[src/design/pta_pkg.sv]
// Package for the primitive topology assembler.
// Holds the index width constants, mode and register codes, and the result type.
// No dependencies.
package pta_pkg;

    // Width of a vertex index inside the assembler (8 to 64)
    localparam int INDEX_WIDTH = 32;
    // Only the low 32 bits of an index ever reach a result field
    localparam int VERT_W = (INDEX_WIDTH < 32) ? INDEX_WIDTH : 32;

    localparam int FIELD_W = 32;
    localparam int CFG_IDX_W = 2;

    // Topology modes
    localparam logic [2:0] MODE_TRI_LIST  = 3'd0;
    localparam logic [2:0] MODE_TRI_STRIP = 3'd1;
    localparam logic [2:0] MODE_TRI_FAN   = 3'd2;
    localparam logic [2:0] MODE_LINE_LIST = 3'd3;
    localparam logic [2:0] MODE_LINE_STRIP = 3'd4;
    localparam logic [2:0] MODE_LINE_LOOP = 3'd5;

    // Configuration register indexes
    localparam logic [CFG_IDX_W-1:0] CFG_PRIM_MODE      = 2'd0;
    localparam logic [CFG_IDX_W-1:0] CFG_VERTEX_COUNT   = 2'd1;
    localparam logic [CFG_IDX_W-1:0] CFG_USE_INDEX_LIST = 2'd2;
    localparam logic [CFG_IDX_W-1:0] CFG_START_INDEX    = 2'd3;

    // One assembled primitive
    typedef struct packed {
        logic [FIELD_W-1:0] idx_a;
        logic [FIELD_W-1:0] idx_b;
        logic [FIELD_W-1:0] idx_c;
        logic [FIELD_W-1:0] prim_number;
        logic               run_last;
    } result_t;

endpackage

[src/design/primitive_topology_assembler.sv]
// Primitive topology assembler top level.
// Depends on pta_pkg for widths, mode and register codes and the result type.
//
// One vertex is taken per transfer, one every cycle while in_ready is high.
// The vertex index comes from vertex_index, or from start_index plus the
// position in the draw when indexing is off. Primitives of the configured mode
// are built from the running first, older and newer vertices and are written
// straight into a two-entry result buffer. Every vertex yields at most one
// primitive except the closing vertex of a line loop, which yields two; the
// buffer then drains one result per cycle while out_ready is high. in_ready
// follows out_ready within the cycle: it is high when the buffer, after this
// cycle's output transfer, has room for every result the offered vertex will
// cause. Configuration writes are always taken and act from the next vertex on.
module primitive_topology_assembler
(
    input  logic                           clk,
    input  logic                           rst_n,

    input  logic                           cfg_valid,
    output logic                           cfg_ready,
    input  logic [pta_pkg::CFG_IDX_W-1:0]  cfg_index,
    input  logic [pta_pkg::FIELD_W-1:0]    cfg_data,

    input  logic                           in_valid,
    output logic                           in_ready,
    input  logic [pta_pkg::FIELD_W-1:0]    vertex_index,

    output logic                           out_valid,
    input  logic                           out_ready,
    output logic [pta_pkg::FIELD_W-1:0]    idx_a,
    output logic [pta_pkg::FIELD_W-1:0]    idx_b,
    output logic [pta_pkg::FIELD_W-1:0]    idx_c,
    output logic [pta_pkg::FIELD_W-1:0]    prim_number,
    output logic                           run_last
);

    localparam int VW = pta_pkg::VERT_W;
    localparam int FW = pta_pkg::FIELD_W;

    // Configuration registers
    logic [2:0]    prim_mode_reg;
    logic [FW-1:0] vertex_count_reg;
    logic          use_index_list_reg;
    logic [FW-1:0] start_index_reg;

    // Draw state
    logic [FW-1:0] position_reg;
    logic [1:0]    pos_mod3_reg;
    logic [VW-1:0] first_vertex_reg;
    logic [VW-1:0] older_vertex_reg;
    logic [VW-1:0] newer_vertex_reg;
    logic [FW-1:0] prim_counter_reg;

    // Result buffer: entry 0 is the head shown on the output
    pta_pkg::result_t slot_reg [2];
    logic [1:0]       count_reg;

    pta_pkg::result_t slot_next [2];
    logic [1:0]       count_next;

    logic          draw_active;
    logic          accept;
    logic          pop;
    logic [FW-1:0] idx_sum;
    logic [VW-1:0] vert;
    logic [VW-1:0] first_eff;
    logic [FW-1:0] prim_eff;
    logic          pos_zero;
    logic          pos_ge1;
    logic          pos_ge2;
    logic          is_last;
    logic          emit0;
    logic          emit1;
    logic [1:0]    need;
    logic [1:0]    free_slots;
    logic [FW-1:0] res0_a;
    logic [FW-1:0] res0_b;
    logic [FW-1:0] res0_c;
    pta_pkg::result_t res0;
    pta_pkg::result_t res1;
    logic [FW-1:0] prim_next;
    logic [1:0]    mod3_next;

    assign cfg_ready = 1'b1;

    // Configuration writes
    always_ff @(posedge clk or negedge rst_n)
    begin
        if (!rst_n)
        begin
            prim_mode_reg      <= pta_pkg::MODE_TRI_LIST;
            vertex_count_reg   <= '0;
            use_index_list_reg <= 1'b0;
            start_index_reg    <= '0;
        end
        else if (cfg_valid)
        begin
            unique case (cfg_index)
                pta_pkg::CFG_PRIM_MODE:      prim_mode_reg      <= cfg_data[2:0];
                pta_pkg::CFG_VERTEX_COUNT:   vertex_count_reg   <= cfg_data;
                pta_pkg::CFG_USE_INDEX_LIST: use_index_list_reg <= cfg_data[0];
                pta_pkg::CFG_START_INDEX:    start_index_reg    <= cfg_data;
                default: ;
            endcase
        end
    end

    // Current vertex and position flags
    always_comb
    begin
        draw_active = (vertex_count_reg != '0);
        idx_sum     = start_index_reg + position_reg;
        vert        = use_index_list_reg ? vertex_index[VW-1:0] : idx_sum[VW-1:0];
        pos_zero    = (position_reg == '0);
        pos_ge1     = !pos_zero;
        pos_ge2     = |position_reg[FW-1:1];
        is_last     = ({1'b0, position_reg} + 33'd1) == {1'b0, vertex_count_reg};
        first_eff   = pos_zero ? vert : first_vertex_reg;
        prim_eff    = pos_zero ? '0 : prim_counter_reg;
    end

    // Primitive selection by mode
    always_comb
    begin
        emit0  = 1'b0;
        emit1  = 1'b0;
        res0_a = FW'(older_vertex_reg);
        res0_b = FW'(newer_vertex_reg);
        res0_c = FW'(vert);
        case (prim_mode_reg)
            pta_pkg::MODE_TRI_LIST:
            begin
                emit0 = (pos_mod3_reg == 2'd2);
            end
            pta_pkg::MODE_TRI_STRIP:
            begin
                emit0 = pos_ge2;
                if (prim_eff[0])
                begin
                    res0_a = FW'(newer_vertex_reg);
                    res0_b = FW'(older_vertex_reg);
                end
            end
            pta_pkg::MODE_TRI_FAN:
            begin
                emit0  = pos_ge2;
                res0_a = FW'(first_eff);
            end
            pta_pkg::MODE_LINE_LIST:
            begin
                emit0  = position_reg[0];
                res0_a = FW'(newer_vertex_reg);
                res0_b = FW'(vert);
                res0_c = '0;
            end
            pta_pkg::MODE_LINE_STRIP:
            begin
                emit0  = pos_ge1;
                res0_a = FW'(newer_vertex_reg);
                res0_b = FW'(vert);
                res0_c = '0;
            end
            pta_pkg::MODE_LINE_LOOP:
            begin
                emit0  = pos_ge1;
                emit1  = pos_ge1 && is_last;
                res0_a = FW'(newer_vertex_reg);
                res0_b = FW'(vert);
                res0_c = '0;
            end
            default: ;
        endcase
        if (!draw_active)
        begin
            emit0 = 1'b0;
            emit1 = 1'b0;
        end
    end

    // Result words; the closing line of a loop follows the last segment
    always_comb
    begin
        res0.idx_a       = res0_a;
        res0.idx_b       = res0_b;
        res0.idx_c       = res0_c;
        res0.prim_number = prim_eff;
        res0.run_last    = !emit1;
        res1.idx_a       = FW'(vert);
        res1.idx_b       = FW'(first_eff);
        res1.idx_c       = '0;
        res1.prim_number = prim_eff + FW'(1);
        res1.run_last    = 1'b1;
        need             = {1'b0, emit0} + {1'b0, emit1};
    end

    // Flow control: room after this cycle's output transfer
    always_comb
    begin
        pop        = (count_reg != 2'd0) && out_ready;
        free_slots = 2'd2 - count_reg + {1'b0, pop};
        in_ready   = (need <= free_slots);
        accept     = in_valid && in_ready;
    end

    // Result buffer update
    always_comb
    begin
        slot_next[0] = slot_reg[0];
        slot_next[1] = slot_reg[1];
        count_next   = count_reg;
        if (pop)
        begin
            slot_next[0] = slot_reg[1];
            count_next   = count_reg - 2'd1;
        end
        if (accept && emit0)
        begin
            if (count_next == 2'd0)
            begin
                slot_next[0] = res0;
            end
            else
            begin
                slot_next[1] = res0;
            end
            count_next = count_next + 2'd1;
            if (emit1)
            begin
                slot_next[1] = res1;
                count_next   = count_next + 2'd1;
            end
        end
    end

    always_ff @(posedge clk or negedge rst_n)
    begin
        if (!rst_n)
        begin
            count_reg <= 2'd0;
        end
        else
        begin
            count_reg <= count_next;
        end
    end

    // Payload slots carry no reset
    always_ff @(posedge clk)
    begin
        slot_reg[0] <= slot_next[0];
        slot_reg[1] <= slot_next[1];
    end

    // Next draw state
    always_comb
    begin
        prim_next = is_last ? '0 : (prim_eff + FW'(need));
        if (is_last || (position_reg == '1))
        begin
            mod3_next = 2'd0;
        end
        else if (pos_mod3_reg == 2'd2)
        begin
            mod3_next = 2'd0;
        end
        else
        begin
            mod3_next = pos_mod3_reg + 2'd1;
        end
    end

    always_ff @(posedge clk or negedge rst_n)
    begin
        if (!rst_n)
        begin
            position_reg     <= '0;
            pos_mod3_reg     <= 2'd0;
            first_vertex_reg <= '0;
            older_vertex_reg <= '0;
            newer_vertex_reg <= '0;
            prim_counter_reg <= '0;
        end
        else if (accept && draw_active)
        begin
            position_reg     <= is_last ? '0 : (position_reg + FW'(1));
            pos_mod3_reg     <= mod3_next;
            first_vertex_reg <= first_eff;
            older_vertex_reg <= newer_vertex_reg;
            newer_vertex_reg <= vert;
            prim_counter_reg <= prim_next;
        end
    end

    // Output port drive
    assign out_valid   = (count_reg != 2'd0);
    assign idx_a       = slot_reg[0].idx_a;
    assign idx_b       = slot_reg[0].idx_b;
    assign idx_c       = slot_reg[0].idx_c;
    assign prim_number = slot_reg[0].prim_number;
    assign run_last    = slot_reg[0].run_last;

endmodule
[config.mk]
export PLATFORM = sky130hd
export DESIGN_NAME = primitive_topology_assembler
export DESIGN_NICKNAME = d
export VERILOG_FILES = /design/src/design/pta_pkg.sv /design/src/design/primitive_topology_assembler.sv
export SDC_FILE = /design/constraint.sdc
export NUM_CORES = 1
export LEC_CHECK = 0
export ABC_CLOCK_PERIOD_IN_PS = 18100
export BUFFER_PORTS_ARGS = -buffer_cell sky130_fd_sc_hd__buf_2
export CAP_MARGIN = 20
export CORE_ASPECT_RATIO = 0.75
export CORE_MARGIN = 2
export CORE_UTILIZATION = 55
export CTS_BUF_LIST = sky130_fd_sc_hd__clkbuf_2 sky130_fd_sc_hd__clkbuf_4 sky130_fd_sc_hd__clkbuf_8
export DETAILED_ROUTE_END_ITERATION = 16
export GPL_TIMING_DRIVEN = 0
export PLACE_DENSITY_LB_ADDON = 0.08
export RECOVER_POWER = 25
export SLEW_MARGIN = 20
export SYNTH_ARGS = -nofsm -noshare
export SYNTH_HDL_FRONTEND = slang
export SYNTH_SLANG_ARGS = --single-unit
[constraint.sdc]
create_clock -name clk -period 18.1 [get_ports clk]
set_input_delay 0.905 -clock clk [delete_from_list [all_inputs] [get_ports clk]]
set_output_delay 0.905 -clock clk [all_outputs]
set_load 0.01 [all_outputs]
Yosys cells after proc, flatten, opt, wreduce, memory -nomap -nowiden
Memory sizes are Yosys's and may differ from the RTL's.
Index checks and enable logic that the tools add are counted.

storage, ports and cells
  input port bits = 71
  output and inout bits = 132
  bits in registers = 232
  memory bits (writable) = 258
  memories kept = 1

operators by class
  muxes and demuxes = 24
  eq/ne operators = 11
  add/sub/neg operators = 12
  magnitude comparators = 1
  reductions and logical operators = 22

memories
  memory    words  bits a word  rd ports  clocked after memory_dff  wr ports  RTL line                            source
  slot_reg  2      129          2         0                         2         primitive_topology_assembler.sv:55  pta_pkg::result_t slot_reg [2];

operator list
  cell                                                                    number
  129-bit two-way mux                                                     4
  258-bit two-way mux                                                     1
  32-bit two-way mux                                                      8
  32-bit case mux with 3 select lines                                     1
  32-bit by 1-bit adder with 32-bit output (second input constant)        2
  32-bit case mux with 2 select lines                                     1
  32-bit by 1-bit adder with 33-bit output (second input constant)        1
  33-bit by 32-bit equality test with 1-bit output                        1
  32-bit by 2-bit adder with 32-bit output                                1
  32-bit adder                                                            1
  32-bit equality test (second input constant)                            1
  32-bit zero test                                                        1
  32-bit nonzero test                                                     1
  31-bit OR reduction                                                     1
  2-bit two-way mux                                                       5
  2-bit AND reduction                                                     4
  2-bit by 1-bit adder with 2-bit output (second input constant)          3
  2-bit equality test (second input constant)                             3
  3-bit by 2-bit equality test with 1-bit output (second input constant)  2
  3-bit equality test (second input constant)                             2
  1-bit logical AND                                                       5
  2-bit zero test                                                         2
  1-bit case mux with 4 select lines                                      1
  2-bit OR reduction                                                      2
  13 further kinds                                                        16

Depth between registers and ports, before layout
Gate-level depths: netlist of the first run.

  depth in word-level cells = 10
  depth in mapped cells = 22
  gate-level depth less buffers = 21

Least setup slack after synthesis of the first run
No wires, ideal clock.

  kind = reg-to-reg
  from = register position_reg[1] (netlist name)
  to = memory slot_reg[0][129] (netlist bit), enable pin
  data arrival time = 13.335 ns
  path slack = 3.952 ns
  library setup time = 0.813 ns
  data required time = 17.287 ns
  cell stages (with the launch flop) = 18
  cell sequence = dfrtp_1 ha_1 buf_2 and2_1 nand4_4 or3_4 a2111oi_2 and4b_1 and4_1 nand4b_1 nor2_1 ha_1 ha_1 nor2b_1 o21ai_0 o211ai_1 nor2_1 a21boi_0

RTL lines
  item       RTL line
  to (decl)  primitive_topology_assembler.sv:55

==> run summary, run 1 <==
cell family with most CP delay = buffers and inverters
area grow syn2layout = 14.0%
worst-margin pin slew = 5.41 ns
PD cells = 179 nW/um^2
setup violators final = 0
Async S/R FF share, synth = 0.473
Netlist Area Pre-Place = 27300 sq um
first-pass GRT wire length = 158000 microns
CP Class = input pin to async pin
min Tclk post-route = 8.62 ns
Peak supply drop = 118 uV
vias in the first global route = 24900
violated checks = capacitance limit, slew limit
drt total wl = 108000 microns
Critical Path RT = 18.00 ns
WP buf/inv = 4
max reg flops = 258
cell breakdown of the critical path = dlygate4sd3_1 > clkbuf_1 > clkbuf_1 > clkbuf_1
pin count of the biggest net entering global routing = 96
Total Routing Usage GR = 0.419
number of max-cap violations = 2
die area = 51400 sq um
initial antenna violation count = 4
Max Freq = 0.116 GHz
CTS resizes = 0
main flop type after synthesis = dfrtp_1
flops & latches, synth = 490
via count = 26400
CP max stage delay = 3.80 ns
Clock Tree Root = clkbuf_8
Final ANT Viol Nets = 0
Buffers on Ports = 201
DP Area = 29400 sq um
unrepaired setup endpoints after global routing = false
number of flops mapped to enable cells by yosys = 129
drc violations = 0
share of layout cells above drive strength 1 = 0.197
Setup crit start kind = input pin
CTS Buffer Depth = 3
CTS clock-pin slew for the worst setup and hold paths = 0.06 ns
DRT iter0 DRCs = 3917
P_leak = 13.0 nW
drt via density = 6.56
placer congestion estimate = 0.993
GRT Residual Overflow = 0
syn_area_per_cell = 9.05 sq um
final hold vios = 0
Critical Path Slowest Stage Cell = clkbuf_1
status = finished with violations
Fin Clk Skew = 0.0422 ns
Die Wd = 261 microns
starting density of the core = 0.558
Hold Path Class = input pin to flop
Clock Sinks = 490
Fin Setup TNS = 0 ns
CTS tree = yes
Post-Syn Instances = 3012
worst hold margin = 0.453 ns
Core Box Area = 48900 sq um
htree depth = 3
Final nets = 3422
WL per Instance = 26.8 microns
final max-slew violation count = 161
DP Wirelength = 81600 microns
crit path DAT = 8.53 ns
die height = 197 microns
Max transition margin = -2.61
crit share post-route = 0.476
TritonRoute pass-1 iters = 7
Num CTS Buffers = 80
Netlist cell types = 92
Crit. End Element = async pin
Yosys warnings = 0
clk_lat worst skew = 0.71 ns
Top cell by count, worst path = clkbuf_1
post-synthesis sequential area ratio = 0.450
design area = 31100 sq um
# diodes = 0
io pins = 203
CP Max Fanout = 95
row count = 70
[through the flow]
| step | setup WS (ns) | util | cells | total power, W |
|---|---|---|---|---|
| 2_1_floorplan | 3.95 | - | 3013 | 0.00346 |
| 3_3_place_gp | -3.22 | 0.595 | 3862 | 0.00436 |
| 3_5_place_dp | 10.0 | 0.602 | 3872 | 0.00441 |
| 4_1_cts | 9.95 | 0.637 | 4022 | 0.00545 |
| 5_1_grt | 8.10 | 0.636 | 4022 | 0.00581 |
| 6_report | 9.48 | 0.636 | 4022 | 0.00556 |
[synth_stat cells (33+ instances only)]
library cell,n,area [sq um]
inv_1,58,218
a31oi_1,105,657
mux2_2,106,1190
nand3_1,63,315
mux2i_1,47,470
nor3_1,43,215
nand4_1,39,244
and3_1,42,263
nand2_1,454,1700
clkbuf_1,164,616
ha_1,42,526
or3_1,36,225
dfrtp_1,232,5810
a21o_1,33,248
a21oi_1,162,811
nor4_1,38,238
o21ai_0,204,1020
or4_1,38,285
dfxtp_1,129,2580
buf_4,134,1010
nor2_1,225,845
a22oi_1,44,330
xnor2_1,42,368
edfxtp_1,129,3870
[final cells by class]
class	count	area (sq um)
Multi-Input combinational cell	2126	13000
Clock inverter	19	160
Inverter	59	221
Tap cell	648	811
Buffer	338	1820
Sequential cell	490	12300
Timing Repair Buffer	212	1220
Fill cell	4148	17800
Clock buffer	130	1550
[cells in the final DEF, fill, tap and decap left out, types with 11 or more instances in the layout]
cell type / n
a211oi_1: 15
a21o_1: 33
a21oi_1: 161
a222oi_1: 11
a22oi_1: 44
a31oi_1: 100
and2_1: 29
and3_1: 42
and4_1: 15
buf_2: 221
buf_4: 134
clkbuf_1: 172
clkbuf_4: 39
clkbuf_8: 91
dfrtp_1: 232
dfxtp_1: 129
edfxtp_1: 129
ha_1: 42
inv_1: 58
mux2_2: 105
mux2i_1: 45
nand2_1: 454
nand2b_1: 24
nand3_1: 63
nand4_1: 39
nor2_1: 224
nor2b_1: 11
nor3_1: 43
nor4_1: 38
o211ai_1: 14
o21a_1: 17
o21ai_0: 202
o22ai_1: 13
o31ai_1: 20
or3_1: 36
or4_1: 38
xnor2_1: 42
xor2_1: 29
[timing repair]
item                                   CTS  global route
setup buffers                            0             0
endpoints found under the hold margin    4             0
hold buffers                             1             0
[power by group]
group	switching (W)	leakage [nW]	internal (W)
Sequential	0.000275	4.97	0.00157
Clock	0.000484	0.914	0.000571
Combinational	0.00167	7.08	0.000983
Total	0.00243	13.0	0.00313
[cells by family after synthesis]
kind of cell	Yosys count	synth area share
buffers and inverters	397	0.0748
AND/OR/NAND/NOR	1123	0.201
adder cells (fa/ha/maj)	44	0.0208
flip-flops	490	0.450
AO/OA/AOI/OAI	732	0.169
other	1	0.000138
XOR/XNOR	71	0.0228
multiplexers	154	0.0615
[worst paths after layout]
path / startpoint / to / slack [ns] / depth (start not counted)
setup / recovery: rst_n / first_vertex_reg[8]$_DFFE_PN0P_ / 9.48 / 4
hold reg to reg: slot_reg[0][28]$_DFF_P_ / slot_reg[0][28]$_DFF_P_ / 0.48 / 2
hold / removal: cfg_data[15] / vertex_count_reg[15]$_DFFE_PN0P_ / 0.45 / 2
max in group clk: position_reg[1]$_DFFE_PN0P_ / prim_counter_reg[28]$_DFFE_PN0P_ / 9.49 / 22
setup reg to reg: position_reg[1]$_DFFE_PN0P_ / prim_counter_reg[28]$_DFFE_PN0P_ / 9.49 / 22
min in group asynchronous: rst_n / vertex_count_reg[12]$_DFFE_PN0P_ / 0.59 / 2
[layer usage]
metal | vias to the layer above | part of all wire | wire [microns] | GRT usage
li1 | 11400 | - | - | -
met1 | 12900 | 0.41 | 44500 | 0.596
met2 | 1854 | 0.41 | 43800 | 0.583
met3 | 285 | 0.14 | 15500 | 0.146
met4 | 4 | 0.037 | 3990 | 0.160
met5 | - | 0.00022 | 24 | 0
Power figures use the tool's default switching activity.
==> run 2: changes to the inputs <==
- ABC_AREA: not set -> 1
- ABC_CLOCK_PERIOD_IN_PS: 18100 -> 7500
- clock period: 18.1 -> 7.5 ns (I/O delays scaled with it)
==> run 2 against run 1 <==
The run still ends with capacitance limit, slew limit left; die area increased by 6.9%; combinational power grew to 2.5 times the previous value; clock skew shrank 0.0053 ns; highest routed layer is now met4; sequential power rose to 2.5 times the previous value; first-iteration DRC count fell by 2.6%.
==> run summary, run 2 <==
status = finished with violations
violated checks = capacitance limit, slew limit
largest area contributor in the netlist = dfrtp_1
pin count of the biggest net entering global routing = 95 (-1.0%)
syn_area_per_cell = 7.39 sq um (-18%)
Post-Syn Instances = 3949 (+31%)
synth top area cells = dfrtp_1 (20%), nand2_1 (15%), edfxtp_1 (13%)
row count = 73 (+4.3%)
first-pass GRT wire length = 163000 microns (+2.9%)
Async S/R FF share, synth = 0.473 (unchanged)
worst hold margin = 0.0467 ns (-0.406 ns)
Final ANT Viol Nets = 0 (unchanged)
drt via density = 5.79 (-12%)
final hold vios = 0 (unchanged)
crit path DAT = 7.65 ns (-0.88 ns)
io pins = 203 (unchanged)
Buffers on Ports = 201 (unchanged)
vias in the first global route = 26700 (+6.9%)
Max transition margin = -1.83 (+0.780)
number of flops mapped to enable cells by yosys = 129 (unchanged)
DP Wirelength = 83900 microns (+2.8%)
Netlist Area Pre-Place = 29200 sq um (+7.1%)
P_sw = 0.00626 W (+160%)
die area = 54900 sq um (+6.9%)
Pint = 0.00766 W (+140%)
CP Max Fanout = 10 (-89%)
cell breakdown of the critical path = nor4_1 > nand4_1 > nor2_1 > inv_1 > clkbuf_1 > clkbuf_1 > nand2_1 > inv_1 > ha_1 > inv_1 > ha_1 > a22oi_1 > nor2_1 > nand2_1 > inv_1 > nand2_1 > inv_2 > nand2_1 > inv_2 > buf_2 > clkbuf_1 > o21ai_0
via count = 29200 (+11%)
Yosys warnings = 0 (unchanged)
DRT iter0 DRCs = 3815 (-2.6%)
worst-margin pin slew = 4.24 ns (-1.17 ns)
Logic pwr share = 0.485 (+0.007)
Num CTS Buffers = 80 (unchanged)
CP max stage delay = 0.69 ns (-3.11 ns)
htree depth = 3 (unchanged)
post-synth top area share = 0.199 (-0.0141)
P_leak = 15.7 nW (+21%)
PD cells = 419 nW/um^2 (+130%)
die height = 203 microns (+3.4%)
area grow syn2layout = 13.9% (about the same)
Crit. End Element = flop
top cells by count, synth = nand2_1 (1196), o21ai_0 (392), inv_1 (386), nor2_1 (285), nand3_1 (264)
drc violations = 0 (unchanged)
CP Class = flop to flop
Critical Path RT = 8.03 ns (-9.97 ns)
most frequent cells in the layout = nand2_1 (1196), inv_1 (386), o21ai_0 (385)
clk_lat worst skew = 0.70 ns (about the same)
clock power share = 0.183 (-0.007)
CTS tree = yes
main flop type after synthesis = dfrtp_1
Total Routing Usage GR = 0.395 (-0.0235)
CTS Buffer Depth = 3 (unchanged)
max reg flops = 258 (unchanged)
min Tclk post-route = 7.12 ns
Max Freq = 0.140 GHz
Fin Clk Skew = 0.0369 ns (-0.00528 ns)
post-synthesis sequential area ratio = 0.420 (-0.0297)
Clock Tree Root = clkbuf_8
share of layout cells above drive strength 1 = 0.147 (-0.0505)
# diodes = 0 (unchanged)
Tot Pwr = 0.0139 W (+150%)
Setup crit start kind = flop
unrepaired setup endpoints after global routing = false
top-count cell post-synth = nand2_1
flops & latches, synth = 490 (unchanged)
Hold Path Class = input pin to flop
cell family with most CP delay = buffers and inverters
commonest non-fill, non-tap cell in the layout = nand2_1
Switching Fraction = 0.450 (+0.0124)
placer congestion estimate = 1.02 (+2.6%)
Clock Sinks = 490 (unchanged)
Final nets = 4380 (+28%)
Die Wd = 270 microns (+3.4%)
Critical Path Slowest Stage Cell = nor4_1
Non-Filler Instances = 5042 (+25%)
initial antenna violation count = 1 (-3)
setup violators final = 0 (unchanged)
number of max-cap violations = 3 (+1)
Core Box Area = 52700 sq um (+7.8%)
Netlist cell types = 57 (-38%)
CTS clock-pin slew for the worst setup and hold paths = 0.07 ns (about the same)
crit share post-route = 0.950
TritonRoute pass-1 iters = 8 (+1)
register share of total power = 0.333 (about the same)
final max-slew violation count = 237 (+47%)
drt total wl = 110000 microns (+1.7%)
starting density of the core = 0.554 (-0.00399)
Fin Setup TNS = 0 ns (unchanged)
post-CTS setup buffer count = 0 (unchanged)
Peak supply drop = 229 uV (+95%)
GRT Residual Overflow = 0 (unchanged)
WP buf/inv = 10 (+6)
placed insts = 4873 (+26%)
WL per Instance = 21.7 microns (-19%)
==> run 2: changes by cell type in the layout (fill, tap and decap cells not counted), moves of 38 or more <==
cell / before / now
o21ai_0: 202 / 385
clkbuf_1: 172 / 116
a21oi_1: 161 / 95
mux2_2: 105 / 50
a31oi_1: 100 / 2
and3_1: 42 / 1
nand3_1: 63 / 264
nand2_1: 454 / 1196
nor2_1: 224 / 285
or4_1: 38 / 0
inv_1: 58 / 386
==> run 2: worst paths after layout <==
path,end,slack (ns),from,cells after the start
worst max register to register,slot_reg[0][77]$_DFF_P_,0.38,vertex_count_reg[28]$_DFFE_PN0P_,22
worst max-delay path,slot_reg[0][77]$_DFF_P_,0.38,vertex_count_reg[28]$_DFFE_PN0P_,22
worst min register to register,newer_vertex_reg[4]$_DFFE_PN0P_,0.49,newer_vertex_reg[4]$_DFFE_PN0P_,2
min in group asynchronous,vertex_count_reg[15]$_DFFE_PN0P_,1.15,rst_n,2
max in group asynchronous,first_vertex_reg[27]$_DFFE_PN0P_,1.03,rst_n,3
worst min-delay path,vertex_count_reg[12]$_DFFE_PN0P_,0.05,cfg_data[12],3
==> run 2: cells by family (layout without fill, tap and decap cells) <==
kind of cell | Yosys count | after routing | synth area share
AO/OA/AOI/OAI | 632 | 632 | 0.119
XOR/XNOR | 37 | 37 | 0.0120
buffers and inverters | 694 | 1074 | 0.109
multiplexers | 108 | 108 | 0.0392
AND/OR/NAND/NOR | 1943 | 1943 | 0.281
adder cells (fa/ha/maj) | 44 | 44 | 0.0194
other | 1 | 2 | 0.000129
flip-flops | 490 | 490 | 0.420
==> run 2: worst register-to-register path, cell delays in order, from the launching register on <==
cell,delay [ns]
dfrtp_1,0.43
nor4_1,0.69
nand4_1,0.31
nor2_1,0.33
inv_1,0.15
clkbuf_1,0.38
clkbuf_1,0.49
nand2_1,0.19
inv_1,0.08
ha_1,0.30
inv_1,0.05
ha_1,0.26
a22oi_1,0.16
nor2_1,0.24
nand2_1,0.37
inv_1,0.28
nand2_1,0.17
inv_2,0.12
nand2_1,0.37
inv_2,0.31
buf_2,0.45
clkbuf_1,0.65
o21ai_0,0.20
==> run 2: layer usage <==
layer  GRT usage  wire, microns
met1       0.572          46200
met2       0.566          44900
met5           0              0
met3      0.0835          13000
met4       0.182           5480
==> run 2: final cells by class <==
class	instances	area, sq um
Sequential cell	490	12300
Tap cell	712	891
Timing Repair Buffer	233	1440
Inverter	392	1470
Buffer	302	1700
Fill cell	4960	19500
Multi-Input combinational cell	2766	13800
Clock inverter	20	170
Clock buffer	127	1530
==> run 2: metrics by stage <==
stage	util	instance area (sq um)	worst slack [ns]
global placement	0.590	31100	-3.06
finish	0.631	33200	0.377
CTS	0.631	33300	0.645
detailed placement	0.595	31400	0.688
global route	0.631	33200	0.0352
floorplan	-	29200	0.294
==> run 2: what timing repair did <==
action	4_1_cts	5_1_grt
hold endpoints to repair	82	0
hold buffers	21	0
resized for setup	0	3
setup endpoints to repair	0	5
==> run 2: power by group through the flow <==
stage | logic [W] | clock network [W] | registers, W
finish | 0.00675 | 0.00254 | 0.00463
global route | 0.00731 | 0.00266 | 0.00472
CTS | 0.00657 | 0.00255 | 0.00460
detailed placement | 0.00653 | 0 | 0.00464
global placement | 0.00635 | 0 | 0.00470
floorplan | 0.00430 | 0 | 0.00438
